## src/sv/u8d_pkg.sv

```systemverilog
// u8d_pkg: shared types and constants for the utf-8 to utf-32 decoder
// no dependencies; imported by every decoder module
package u8d_pkg;

    // result classification, matches the result_kind encoding on the output
    typedef enum logic [1:0] {
        KIND_VALID    = 2'd0,
        KIND_REPLACED = 2'd1,
        KIND_HARD     = 2'd2
    } u8d_kind_t;

    // byte classification limits
    localparam logic [7:0] ASCII_MAX = 8'd127;
    localparam logic [7:0] CONT_MIN  = 8'h80;
    localparam logic [7:0] CONT_MAX  = 8'hBF;
    localparam logic [7:0] LEAD_MIN  = 8'hC0;
    localparam logic [7:0] LEAD2_MAX = 8'd223;
    localparam logic [7:0] LEAD3_MAX = 8'd239;
    localparam logic [7:0] LEAD4_MAX = 8'd247;

    // sequence lengths
    localparam logic [2:0] LEN_1 = 3'd1;
    localparam logic [2:0] LEN_2 = 3'd2;
    localparam logic [2:0] LEN_3 = 3'd3;
    localparam logic [2:0] LEN_4 = 3'd4;

    // code point limits
    localparam logic [20:0] MIN_CP2        = 21'd128;
    localparam logic [20:0] MIN_CP3        = 21'd2048;
    localparam logic [20:0] MIN_CP4        = 21'd65536;
    localparam logic [20:0] MAX_CP         = 21'd1114111;
    localparam logic [20:0] SURR_LOW       = 21'd55296;
    localparam logic [20:0] SURR_HIGH      = 21'd57343;
    localparam logic [20:0] REPLACEMENT_CP = 21'd65533;

    // job handed from the front end to the back end
    typedef struct packed {
        logic [20:0] cp;
        logic [2:0]  len;
        u8d_kind_t   kind;
    } u8d_job_t;

endpackage

```

## src/sv/u8d_in_if.sv

```systemverilog
// u8d_in_if: valid/ready channel carrying one utf-8 byte item
// depends on nothing but the handshake convention
interface u8d_in_if;
    logic       valid;
    logic       ready;
    logic [7:0] byte_value;
    logic       end_of_input;

    modport source (output valid, output byte_value, output end_of_input, input ready);
    modport sink   (input valid, input byte_value, input end_of_input, output ready);
endinterface

```

## src/sv/u8d_out_if.sv

```systemverilog
// u8d_out_if: valid/ready channel carrying one decoded code point item
// depends on nothing but the handshake convention
interface u8d_out_if;
    logic        valid;
    logic        ready;
    logic [20:0] code_point;
    logic [1:0]  result_kind;

    modport source (output valid, output code_point, output result_kind, input ready);
    modport sink   (input valid, input code_point, input result_kind, output ready);
endinterface

```

## src/sv/u8d_front.sv

```systemverilog
// u8d_front: accepts bytes, tracks the sequence state, pushes finished jobs
// depends on u8d_pkg and u8d_in_if
module u8d_front
    import u8d_pkg::*;
(
    input  logic     clk,
    input  logic     rst_n,
    u8d_in_if.sink   in_ch,
    input  logic     q_full,
    output logic     push,
    output u8d_job_t job
);

    logic [20:0] acc_reg, acc_next;
    logic [1:0]  remaining_reg, remaining_next;
    logic [2:0]  length_reg, length_next;
    logic        halted_reg, halted_next;

    logic        accept;
    logic [7:0]  b;
    logic        last;
    logic [20:0] acc_shift;
    logic [1:0]  rem_dec;

    assign in_ch.ready = !q_full;
    assign accept      = in_ch.valid && in_ch.ready;
    assign b           = in_ch.byte_value;
    assign last        = in_ch.end_of_input;
    assign acc_shift   = {acc_reg[14:0], b[5:0]};
    assign rem_dec     = remaining_reg - 2'd1;

    // byte classification and sequence state update
    always_comb
    begin
        acc_next       = acc_reg;
        remaining_next = remaining_reg;
        length_next    = length_reg;
        halted_next    = halted_reg;
        push           = 1'b0;
        job.cp         = '0;
        job.len        = LEN_1;
        job.kind       = KIND_HARD;
        if (accept)
        begin
            if (halted_reg)
            begin
                // drop bytes until the end marker
                if (last)
                begin
                    halted_next    = 1'b0;
                    acc_next       = '0;
                    remaining_next = '0;
                    length_next    = '0;
                end
            end
            else if (remaining_reg == 2'd0)
            begin
                if (b <= ASCII_MAX)
                begin
                    push     = 1'b1;
                    job.cp   = {13'd0, b};
                    job.len  = LEN_1;
                    job.kind = KIND_VALID;
                    acc_next       = '0;
                    remaining_next = '0;
                    length_next    = '0;
                end
                else if (b < LEAD_MIN || b > LEAD4_MAX || last)
                begin
                    // stray continuation, invalid lead, or lead cut off by the end marker
                    push           = 1'b1;
                    acc_next       = '0;
                    remaining_next = '0;
                    length_next    = '0;
                    halted_next    = !last;
                end
                else if (b <= LEAD2_MAX)
                begin
                    acc_next       = {16'd0, b[4:0]};
                    remaining_next = 2'd1;
                    length_next    = LEN_2;
                end
                else if (b <= LEAD3_MAX)
                begin
                    acc_next       = {17'd0, b[3:0]};
                    remaining_next = 2'd2;
                    length_next    = LEN_3;
                end
                else
                begin
                    acc_next       = {18'd0, b[2:0]};
                    remaining_next = 2'd3;
                    length_next    = LEN_4;
                end
            end
            else if (b < CONT_MIN || b > CONT_MAX)
            begin
                // bad continuation, the byte is consumed
                push           = 1'b1;
                acc_next       = '0;
                remaining_next = '0;
                length_next    = '0;
                halted_next    = !last;
            end
            else if (rem_dec == 2'd0)
            begin
                // sequence complete, range checks happen in the back end
                push           = 1'b1;
                job.cp         = acc_shift;
                job.len        = length_reg;
                job.kind       = KIND_VALID;
                acc_next       = '0;
                remaining_next = '0;
                length_next    = '0;
            end
            else if (last)
            begin
                // truncated sequence
                push           = 1'b1;
                acc_next       = '0;
                remaining_next = '0;
                length_next    = '0;
                halted_next    = 1'b0;
            end
            else
            begin
                acc_next       = acc_shift;
                remaining_next = rem_dec;
            end
        end
    end

    // sequence state registers
    always_ff @(posedge clk or negedge rst_n)
    begin
        if (!rst_n)
        begin
            acc_reg       <= '0;
            remaining_reg <= '0;
            length_reg    <= '0;
            halted_reg    <= 1'b0;
        end
        else
        begin
            acc_reg       <= acc_next;
            remaining_reg <= remaining_next;
            length_reg    <= length_next;
            halted_reg    <= halted_next;
        end
    end

    // a hard error without the end marker halts decoding
    assert property (@(posedge clk) disable iff (!rst_n)
        (push && job.kind == KIND_HARD && !last) |=> halted_reg)
        else $error("hard error did not halt decoding");

    // while halted no sequence is in progress
    assert property (@(posedge clk) disable iff (!rst_n)
        halted_reg |-> (remaining_reg == 2'd0 && length_reg == 3'd0))
        else $error("sequence state left over while halted");

endmodule

```

## src/sv/u8d_queue.sv

```systemverilog
// u8d_queue: small fifo of decoder jobs between front and back end
// depends on u8d_pkg
module u8d_queue
    import u8d_pkg::*;
#(
    parameter int DEPTH = 4
)
(
    input  logic     clk,
    input  logic     rst_n,
    input  logic     push,
    input  u8d_job_t push_job,
    input  logic     pop,
    output logic     full,
    output logic     not_empty,
    output u8d_job_t head_job
);

    localparam int PW = (DEPTH > 1) ? $clog2(DEPTH) : 1;
    localparam int CW = $clog2(DEPTH + 1);
    localparam logic [PW-1:0] LAST_SLOT = PW'(DEPTH - 1);
    localparam logic [CW-1:0] FULL_COUNT = CW'(DEPTH);

    u8d_job_t      entries [DEPTH];
    logic [PW-1:0] wr_ptr_reg, rd_ptr_reg;
    logic [CW-1:0] count_reg;

    assign full      = (count_reg == FULL_COUNT);
    assign not_empty = (count_reg != '0);
    assign head_job  = entries[rd_ptr_reg];

    // entry storage
    always_ff @(posedge clk)
    begin
        if (push)
            entries[wr_ptr_reg] <= push_job;
    end

    // pointers and fill count
    always_ff @(posedge clk or negedge rst_n)
    begin
        if (!rst_n)
        begin
            wr_ptr_reg <= '0;
            rd_ptr_reg <= '0;
            count_reg  <= '0;
        end
        else
        begin
            if (push)
                wr_ptr_reg <= (wr_ptr_reg == LAST_SLOT) ? '0 : wr_ptr_reg + 1'b1;
            if (pop)
                rd_ptr_reg <= (rd_ptr_reg == LAST_SLOT) ? '0 : rd_ptr_reg + 1'b1;
            if (push && !pop)
                count_reg <= count_reg + 1'b1;
            else if (pop && !push)
                count_reg <= count_reg - 1'b1;
        end
    end

    // no write into a full queue
    assert property (@(posedge clk) disable iff (!rst_n)
        push |-> !full)
        else $error("push into full queue");

    // no read from an empty queue
    assert property (@(posedge clk) disable iff (!rst_n)
        pop |-> not_empty)
        else $error("pop from empty queue");

endmodule

```

## src/sv/u8d_back.sv

```systemverilog
// u8d_back: range checks on finished jobs and the registered result stage
// depends on u8d_pkg and u8d_out_if
module u8d_back
    import u8d_pkg::*;
(
    input  logic     clk,
    input  logic     rst_n,
    input  logic     job_valid,
    input  u8d_job_t job,
    output logic     pop,
    u8d_out_if.source out_ch
);

    logic        out_valid_reg;
    logic [20:0] cp_reg, cp_next;
    u8d_kind_t   kind_reg, kind_next;
    logic        overlong, outside;

    assign pop = job_valid && (!out_valid_reg || out_ch.ready);

    // overlong, surrogate and out-of-range checks
    always_comb
    begin
        overlong = (job.len == LEN_2 && job.cp < MIN_CP2) ||
                   (job.len == LEN_3 && job.cp < MIN_CP3) ||
                   (job.len == LEN_4 && job.cp < MIN_CP4);
        outside  = (job.cp > MAX_CP) || (job.cp >= SURR_LOW && job.cp <= SURR_HIGH);
        if (job.kind == KIND_HARD)
        begin
            cp_next   = '0;
            kind_next = KIND_HARD;
        end
        else if (overlong || outside)
        begin
            cp_next   = REPLACEMENT_CP;
            kind_next = KIND_REPLACED;
        end
        else
        begin
            cp_next   = job.cp;
            kind_next = KIND_VALID;
        end
    end

    // result valid flag
    always_ff @(posedge clk or negedge rst_n)
    begin
        if (!rst_n)
            out_valid_reg <= 1'b0;
        else if (pop)
            out_valid_reg <= 1'b1;
        else if (out_ch.ready)
            out_valid_reg <= 1'b0;
    end

    // result payload
    always_ff @(posedge clk)
    begin
        if (pop)
        begin
            cp_reg   <= cp_next;
            kind_reg <= kind_next;
        end
    end

    assign out_ch.valid       = out_valid_reg;
    assign out_ch.code_point  = cp_reg;
    assign out_ch.result_kind = 2'(kind_reg);

    // a hard error result carries a zero code point
    assert property (@(posedge clk) disable iff (!rst_n)
        (out_valid_reg && kind_reg == KIND_HARD) |-> cp_reg == '0)
        else $error("hard error with nonzero code point");

    // a replacement result carries the replacement character
    assert property (@(posedge clk) disable iff (!rst_n)
        (out_valid_reg && kind_reg == KIND_REPLACED) |-> cp_reg == REPLACEMENT_CP)
        else $error("replacement with wrong code point");

endmodule

```

## src/sv/utf8_to_utf32_decoder_top.sv

```systemverilog
// utf8_to_utf32_decoder_top: utf-8 byte stream in, utf-32 code points out
// a result's job passes through the job queue and then the output register
// throughput: one byte per cycle if q_full is low, set by the sequence state register
// the job queue and the output register let either side stall on its own
// reset: rst_n asynchronous active low clears sequence state, halt flag and queue
module utf8_to_utf32_decoder_top
    import u8d_pkg::*;
#(
    parameter int QUEUE_DEPTH = 4
)
(
    input  logic      clk,
    input  logic      rst_n,
    u8d_in_if.sink    in_ch,
    u8d_out_if.source out_ch
);

    logic     push, pop, q_full, q_not_empty;
    u8d_job_t push_job, head_job;

    // byte classification and sequence tracking
    u8d_front u_front (
        .clk    (clk),
        .rst_n  (rst_n),
        .in_ch  (in_ch),
        .q_full (q_full),
        .push   (push),
        .job    (push_job)
    );

    // job queue
    u8d_queue #(
        .DEPTH (QUEUE_DEPTH)
    ) u_queue (
        .clk       (clk),
        .rst_n     (rst_n),
        .push      (push),
        .push_job  (push_job),
        .pop       (pop),
        .full      (q_full),
        .not_empty (q_not_empty),
        .head_job  (head_job)
    );

    // range checks and result register
    u8d_back u_back (
        .clk       (clk),
        .rst_n     (rst_n),
        .job_valid (q_not_empty),
        .job       (head_job),
        .pop       (pop),
        .out_ch    (out_ch)
    );

endmodule
```

## src/flat_wrapper.sv

```systemverilog
// flat-port wrapper written by rule: the top's interface ports become plain ports
module utf8_to_utf32_decoder_top_flat import u8d_pkg::*;
#(
    parameter int QUEUE_DEPTH = 4
)
  (clk, rst_n, in_ch_valid, in_ch_byte_value, in_ch_end_of_input, in_ch_ready, out_ch_valid, out_ch_code_point, out_ch_result_kind, out_ch_ready);
  u8d_in_if in_ch_i ();
  u8d_out_if out_ch_i ();
  input  logic clk;
  input  logic rst_n;
  input wire logic [$bits(in_ch_i.valid)-1:0] in_ch_valid;
  input wire logic [$bits(in_ch_i.byte_value)-1:0] in_ch_byte_value;
  input wire logic [$bits(in_ch_i.end_of_input)-1:0] in_ch_end_of_input;
  output wire logic [$bits(in_ch_i.ready)-1:0] in_ch_ready;
  output wire logic [$bits(out_ch_i.valid)-1:0] out_ch_valid;
  output wire logic [$bits(out_ch_i.code_point)-1:0] out_ch_code_point;
  output wire logic [$bits(out_ch_i.result_kind)-1:0] out_ch_result_kind;
  input wire logic [$bits(out_ch_i.ready)-1:0] out_ch_ready;
  assign in_ch_i.valid = in_ch_valid;
  assign in_ch_i.byte_value = in_ch_byte_value;
  assign in_ch_i.end_of_input = in_ch_end_of_input;
  assign in_ch_ready = in_ch_i.ready;
  assign out_ch_valid = out_ch_i.valid;
  assign out_ch_code_point = out_ch_i.code_point;
  assign out_ch_result_kind = out_ch_i.result_kind;
  assign out_ch_i.ready = out_ch_ready;
  utf8_to_utf32_decoder_top #(.QUEUE_DEPTH(QUEUE_DEPTH)) u_core (.clk(clk), .rst_n(rst_n), .in_ch(in_ch_i), .out_ch(out_ch_i));
endmodule
```

## config.mk

```make
export PLATFORM = sky130hd
export DESIGN_NAME = utf8_to_utf32_decoder_top_flat
export DESIGN_NICKNAME = d
export VERILOG_FILES = /design/src/sv/u8d_pkg.sv /design/src/sv/u8d_in_if.sv /design/src/sv/u8d_out_if.sv /design/src/sv/u8d_front.sv /design/src/sv/u8d_queue.sv /design/src/sv/u8d_back.sv /design/src/sv/utf8_to_utf32_decoder_top.sv /design/src/flat_wrapper.sv
export SDC_FILE = /design/constraint.sdc
export NUM_CORES = 1
export LEC_CHECK = 0
export BUFFER_PORTS_ARGS = -buffer_cell sky130_fd_sc_hd__buf_4
export CORE_ASPECT_RATIO = 0.5
export CORE_MARGIN = 2
export CORE_UTILIZATION = 54
export CTS_CLUSTER_DIAMETER = 40
export DETAILED_ROUTE_END_ITERATION = 7
export PLACE_DENSITY = 0.75
export SETUP_SLACK_MARGIN = 0.3
export SYNTH_ARGS = -nofsm -noshare
export SYNTH_HDL_FRONTEND = slang
export SYNTH_HIERARCHICAL = 1
export SYNTH_SLANG_ARGS = --single-unit
export TNS_END_PERCENT = 1
```

## constraint.sdc

```tcl
create_clock -name clk -period 2.8 [get_ports clk]
set_input_delay 0.7 -clock clk [delete_from_list [all_inputs] [get_ports clk]]
set_output_delay 0.7 -clock clk [all_outputs]
set_load 0.05 [all_outputs]
```

# Word level (Yosys, flattened, before mapping)
# Memory sizes are Yosys's and may differ from the RTL's.
# Cells that the tools add are included.
# totals
latchBits	0
register_bits	52
rom_bits	0
ram_bits	104
input_bits	13
n_memories	1
out_inout_bits	25
# classes
multipliers	0
bitwise	0
reduce_logical	28
muxes	59
eq_ne	8
add_sub_neg	5
n_div	0
order_cmp	13
shift	0
# memory_table
memory	words	word_bits	rd	rd_ports_with_merged_regs	wr	line	source
u_core.u_queue.entries	4	26	1	0	1	u8d_queue.sv:24	u8d_job_t entries [DEPTH];
# ops
op	count
$mux 26	5
$mux 15	6
$mux 3	11
$mux 2	11
$ge 21x16->1 const B	1
$gt 21x21->1 const B	1
$le 21x16->1 const B	1
$lt 21x12->1 const B	1
$lt 21x17->1 const B	1
$lt 21x8->1 const B	1
$mux 1	20
$gt 8x8->1 const B	2
$le 8x8->1 const B	2
$lt 8x8->1 const B	2
$mux 16	1
$mux 5	3
$mux 13	1
$le 8x7->1 const B	1
$logic_and 1x1->1	8
$logic_or 1x1->1	8
$eq 2x2->1 const B	3
$eq 3x2->1 const B	2
$eq 3x3->1 const B	2
$logic_not 1->1	5
other kinds (11)	14

# Longest topological paths before layout
# logic_depth
ltp_word	12
depth_mapped	11

# Modules after synthesis
# Netlist, hierarchy kept.
# by_module_without_submodules
mod	n_inst	area_per_inst_um2	seq_area_each_um2	cells_each
u8d_queue	1	4219.0	3298.2	173
u8d_front	1	1168.6	525.5	113
u8d_back	1	1077.3	715.7	88

# Worst setup path after synthesis
# OpenSTA, ideal clock, no wires.
# synth_path
path_kind	reg-to-reg
startpoint	register u_core.u_queue.rd_ptr_reg[0]
endpoint	register u_core.u_back.cp_reg[10] (netlist: u_core/u_back/out_ch.code_point[10]), data pin
setup_slack_ns	0.164
t_arrival_ns	2.366
path_stages_with_launch	9
path_buffers	3
setup_time_ns	0.270
path_cell_list	dfrtp_1 > buf_6 > buf_12 > mux4_2 > nor4_4 > nor2b_2 > o41ai_4 > buf_6 > a21oi_1
# synth_rtl
item	line	source
start, declared	u8d_queue.sv:25	logic [PW-1:0] wr_ptr_reg, rd_ptr_reg;
start signal, assigned	u8d_queue.sv:53	rd_ptr_reg <= (rd_ptr_reg == LAST_SLOT) ? '0 : rd_ptr_reg + 1'b1;
end signal, assigned	u8d_back.sv:61	cp_reg <= cp_next;
end, declared	u8d_back.sv:15	logic [20:0] cp_reg, cp_next;

==> flow_results.org <==
** Worst setup path
- Critical path data required time :: 2.97 ns
- Arrival time worst endpoint :: 2.72 ns
- The worst setup path is of the flop to flop kind.
- The worst setup path is captured at a flop.
- Of all nets on the critical path, the largest fanout is 15.
- Nature of the critical path startpoint :: flop

** CTS
- Post-CTS clock slew at the launch and capture registers of the worst setup and hold paths :: 0.06 ns
- Deepest level of the CTS H-tree :: 4
- The number of clock buffers added by TritonCTS is 17.
- Cell at the root of the clock tree :: sky130_fd_sc_hd__clkbuf_16
- The later pin in the worst-skew pair is clocked with a latency of 0.42 ns.
- Longest Clk Path Bufs :: 2
- TritonCTS built the clock tree.
- The clock net in this run drives a total of 156 sinks.

** STA
- Setup slack on the critical path of the routed design comes to 0.250 ns.
- The tightest hold path in the finished design has a slack of 0.201 ns.
- The clock arrives with 0.0136 ns of skew.
- For this run, the top clock speed supported by timing is 0.392 GHz.
- Setup violators final :: 0
- Subtracting the final worst setup slack from the clock period gives 2.55 ns.
- Fin Setup TNS :: 0 ns
- The worst pin sits at a relative slew slack of 0.562.
- Of the available clock period, the critical path in the final layout requires 0.911.
- Endpoints failing hold :: 0
- Setup repair after global routing missed its margin :: yes
- Least-Margin Pin Slew :: 0.653 ns
- The total count of max-transition violations in the final report came to 0.

** Placement
- Number of buffer cells added on primary ports :: 37
- Once placement finished, the instance area stood at 7030 µm².
- In this run, placement finished with an instance count of 577.
- Before CTS, the worst setup slack after placement is 0.166 ns.
- At the end of routability-driven placement, the weighted congestion stood at 0.824.
- DP Wirelength :: 7620 µm

** Layout
- Number of nets in the layout :: 462
- Summing all multi-input logic gate instances after layout gives 1720 µm².
- The register with the most flip-flops in the layout has 104 of them.
- Share of cells above drive strength 1 :: 0.283
- Fill cell total of the finished layout :: 800
- Most frequent standard cell in the layout excluding fill and tap cells :: sky130_fd_sc_hd__edfxtp_1
- Area of all placed cells without fillers :: 7710 µm²
- In the layout the commonest cells are sky130_fd_sc_hd__edfxtp_1 (127), sky130_fd_sc_hd__buf_4 (55), sky130_fd_sc_hd__dfrtp_1 (28), sky130_fd_sc_hd__and2_1 (27), sky130_fd_sc_hd__inv_1 (25).
- Utilization of the core after routing :: 0.657
- The number of antenna diodes in the final layout is 0.
- Area used by sequential logic in the layout :: 4540 µm²
- Layout Area Growth over Synthesis :: 19.3%
- Final cell count without fillers :: 618

** Power and ir drop
- Across the VDD grid, the largest voltage drop is 488 µV.
- Post-layout power :: 8.69 mW
- Static leakage :: 2.97 nW
- Power spread over the standard cell area amounts to 1130 nW/µm².

** Detailed routing
- For this block, the routed nets add up to 12000 µm of wire.
- Detail Route Antenna Nets :: 0
- Average routed wire per standard cell :: 19.5 µm
- First-pass iteration count of the detailed router :: 4
- Average vias per placed instance :: 5.57
- Detailed-route via count :: 3444
- After the first detailed-routing iteration, the DRC count stood at 280.
- For this run, design rule violations remaining after detail routing come to 0.

** Global routing
- Via count of the first global-routing pass :: 3486
- After global routing the overflow that remains totals 0.
- Wire length of the first global-routing pass :: 19100 µm
- The number of antenna violations at the first check in global routing is 0.
- Maximum number of pins on one net before global-route repair :: 30
- In the global route stage, overall resource usage came out at 0.204.

** Yosys
- Counting flops and latches in the post-synthesis netlist gives 156.
- Post-synthesis adder-cell area fraction :: 0.0186
- For this run, the leading register cell type out of synthesis is sky130_fd_sc_hd__edfxtp_1.
- The synthesized-area fraction occupied by ao, oa, aoi and oai cells was 0.0571.
- After synthesis the cells add up to 6460 µm².
- Post-synth ARST share :: 0.186
- Yosys warning total :: 6
- Counting every net in the synthesized netlist gives 396.
- Sequential element share of the synthesized area :: 0.702
- Counting every instance in the synthesized netlist gives 374.
- Dominant combinational cell family by area after synthesis :: multiplexers
- Number of unique standard cell types used by synthesis :: 54
- Synth Area per Inst :: 17.3 µm²
- Of the total synthesized cell area, the portion taken by XOR and XNOR cells is 0.00542.
- Of the post-synthesis cell area, the part taken by muxes is 0.102.
- Simple-Gate Fraction of Synth Area :: 0.0797
- Number of synthesized flops with an enable pin :: 127

** Die
- The die covers 12900 µm².
- Row generation in the floorplan step produced 28 rows.
- Placeable Area :: 11700 µm²
- Effective utilization at floorplan :: 0.551
- Die extent in y :: 81.4 µm
- In this run the horizontal extent of the chip is 159 µm.
- Io pins :: 38

** Min path
- Classification of the worst-slack hold path :: primary input to async pin

** Status
- The flow ran to the end, and the final reports show no timing, DRC or antenna violations.

** Run
- Max-cap violations :: 0
[cell usage after synthesis, types with 2 or more instances]
cell type                  count  share of area
sky130_fd_sc_hd__nor4_1        2         0.0019
sky130_fd_sc_hd__o21ai_1       2         0.0015
sky130_fd_sc_hd__ha_1          8          0.015
sky130_fd_sc_hd__buf_6         3         0.0052
sky130_fd_sc_hd__and3_1        3         0.0029
sky130_fd_sc_hd__edfxtp_1    127           0.59
sky130_fd_sc_hd__buf_4         3         0.0035
sky130_fd_sc_hd__a32o_1        2         0.0031
sky130_fd_sc_hd__nor3b_1       3         0.0035
sky130_fd_sc_hd__dfrtp_1      29           0.11
sky130_fd_sc_hd__xor2_1        3         0.0041
sky130_fd_sc_hd__nand2b_1      4         0.0039
sky130_fd_sc_hd__buf_12        2         0.0062
sky130_fd_sc_hd__o21ai_0       5         0.0039
sky130_fd_sc_hd__and2_1       27          0.026
sky130_fd_sc_hd__a22o_1       14          0.019
sky130_fd_sc_hd__o31ai_1       2         0.0023
sky130_fd_sc_hd__nand3_1       3         0.0023
sky130_fd_sc_hd__mux2_2        3         0.0052
sky130_fd_sc_hd__clkbuf_1      2         0.0012
sky130_fd_sc_hd__buf_2         5         0.0039
sky130_fd_sc_hd__nor2b_2       2         0.0027
sky130_fd_sc_hd__mux4_2       18          0.063
sky130_fd_sc_hd__and3_2        2         0.0023
sky130_fd_sc_hd__mux4_1        8          0.033
sky130_fd_sc_hd__nand2_1      13         0.0075
sky130_fd_sc_hd__a21oi_1      17          0.013
sky130_fd_sc_hd__inv_1        25          0.015
sky130_fd_sc_hd__nor2_1       12         0.0070
[logic make-up after synthesis]
| kind of cell | count (synthesis) |
|---|---|
| AOI/OAI and AO/OA | 50 |
| xor gates and xnor gates | 4 |
| adders and majority gates | 9 |
| buffers and inverters | 40 |
| DFF | 156 |
| muxes | 30 |
| other | 1 |
| and+or+nand+nor | 84 |
[worst paths after layout]
kind,slack [ns],depth (start not counted),from,end
max,0.25,8,u_core/u_queue/rd_ptr_reg[0],u_core/u_back/out_ch.code_point[1]
min in group clk,0.49,2,in_ch_end_of_input,u_core/u_front/halted_reg
min,0.20,1,rst_n,u_core/u_back/out_ch.valid
min reg2reg,0.50,1,u_core/u_front/acc_reg[14],u_core/u_front/acc_reg[14]
max reg2reg,0.25,8,u_core/u_queue/rd_ptr_reg[0],u_core/u_back/out_ch.code_point[1]
max in group asynchronous,2.28,1,rst_n,u_core/u_queue/rd_ptr_reg[0]
[timing repair]
action,in CTS,in global routing
resized for setup,1,4
setup endpoints to repair,15,17
hold buffers,0,0
setup buffers,6,3
pin swaps,2,4
[critical path: stages (launching register included)]
cell and delay [ns]:
sky130_fd_sc_hd__dfrtp_2 0.42, sky130_fd_sc_hd__buf_12 0.18, sky130_fd_sc_hd__mux4_2 0.57, sky130_fd_sc_hd__nor4_4 0.26
sky130_fd_sc_hd__buf_4 0.18, sky130_fd_sc_hd__xor2_2 0.19, sky130_fd_sc_hd__o41ai_4 0.12, sky130_fd_sc_hd__buf_12 0.16
sky130_fd_sc_hd__and3_2 0.21
[layout make-up]
cell class                 count  area share
sequential                   156       0.589
multi-input combinational    178       0.223
timing repair buffer          62      0.0717
clock buffer                  20      0.0579
tap                          165      0.0268
clock inverter                12      0.0191
inverter                      25      0.0122
[routing by layer]
layer | GRT usage | vias to the layer above | part of all wire
li1 | - | 1574 | -
met1 | 0.286 | 1719 | 0.47
met2 | 0.313 | 134 | 0.45
met3 | 0.0562 | 17 | 0.070
met4 | 0.0789 | 0 | 0.012
met5 | 0 | - | 0
[report_power, final]
part	internal (mW)	total [mW]	switching (mW)
combinational	1.24	3.12	1.88
sequential	3.11	3.28	0.168
clock	1.42	2.29	0.872
No activity file was read; power rests on OpenSTA's default activity.
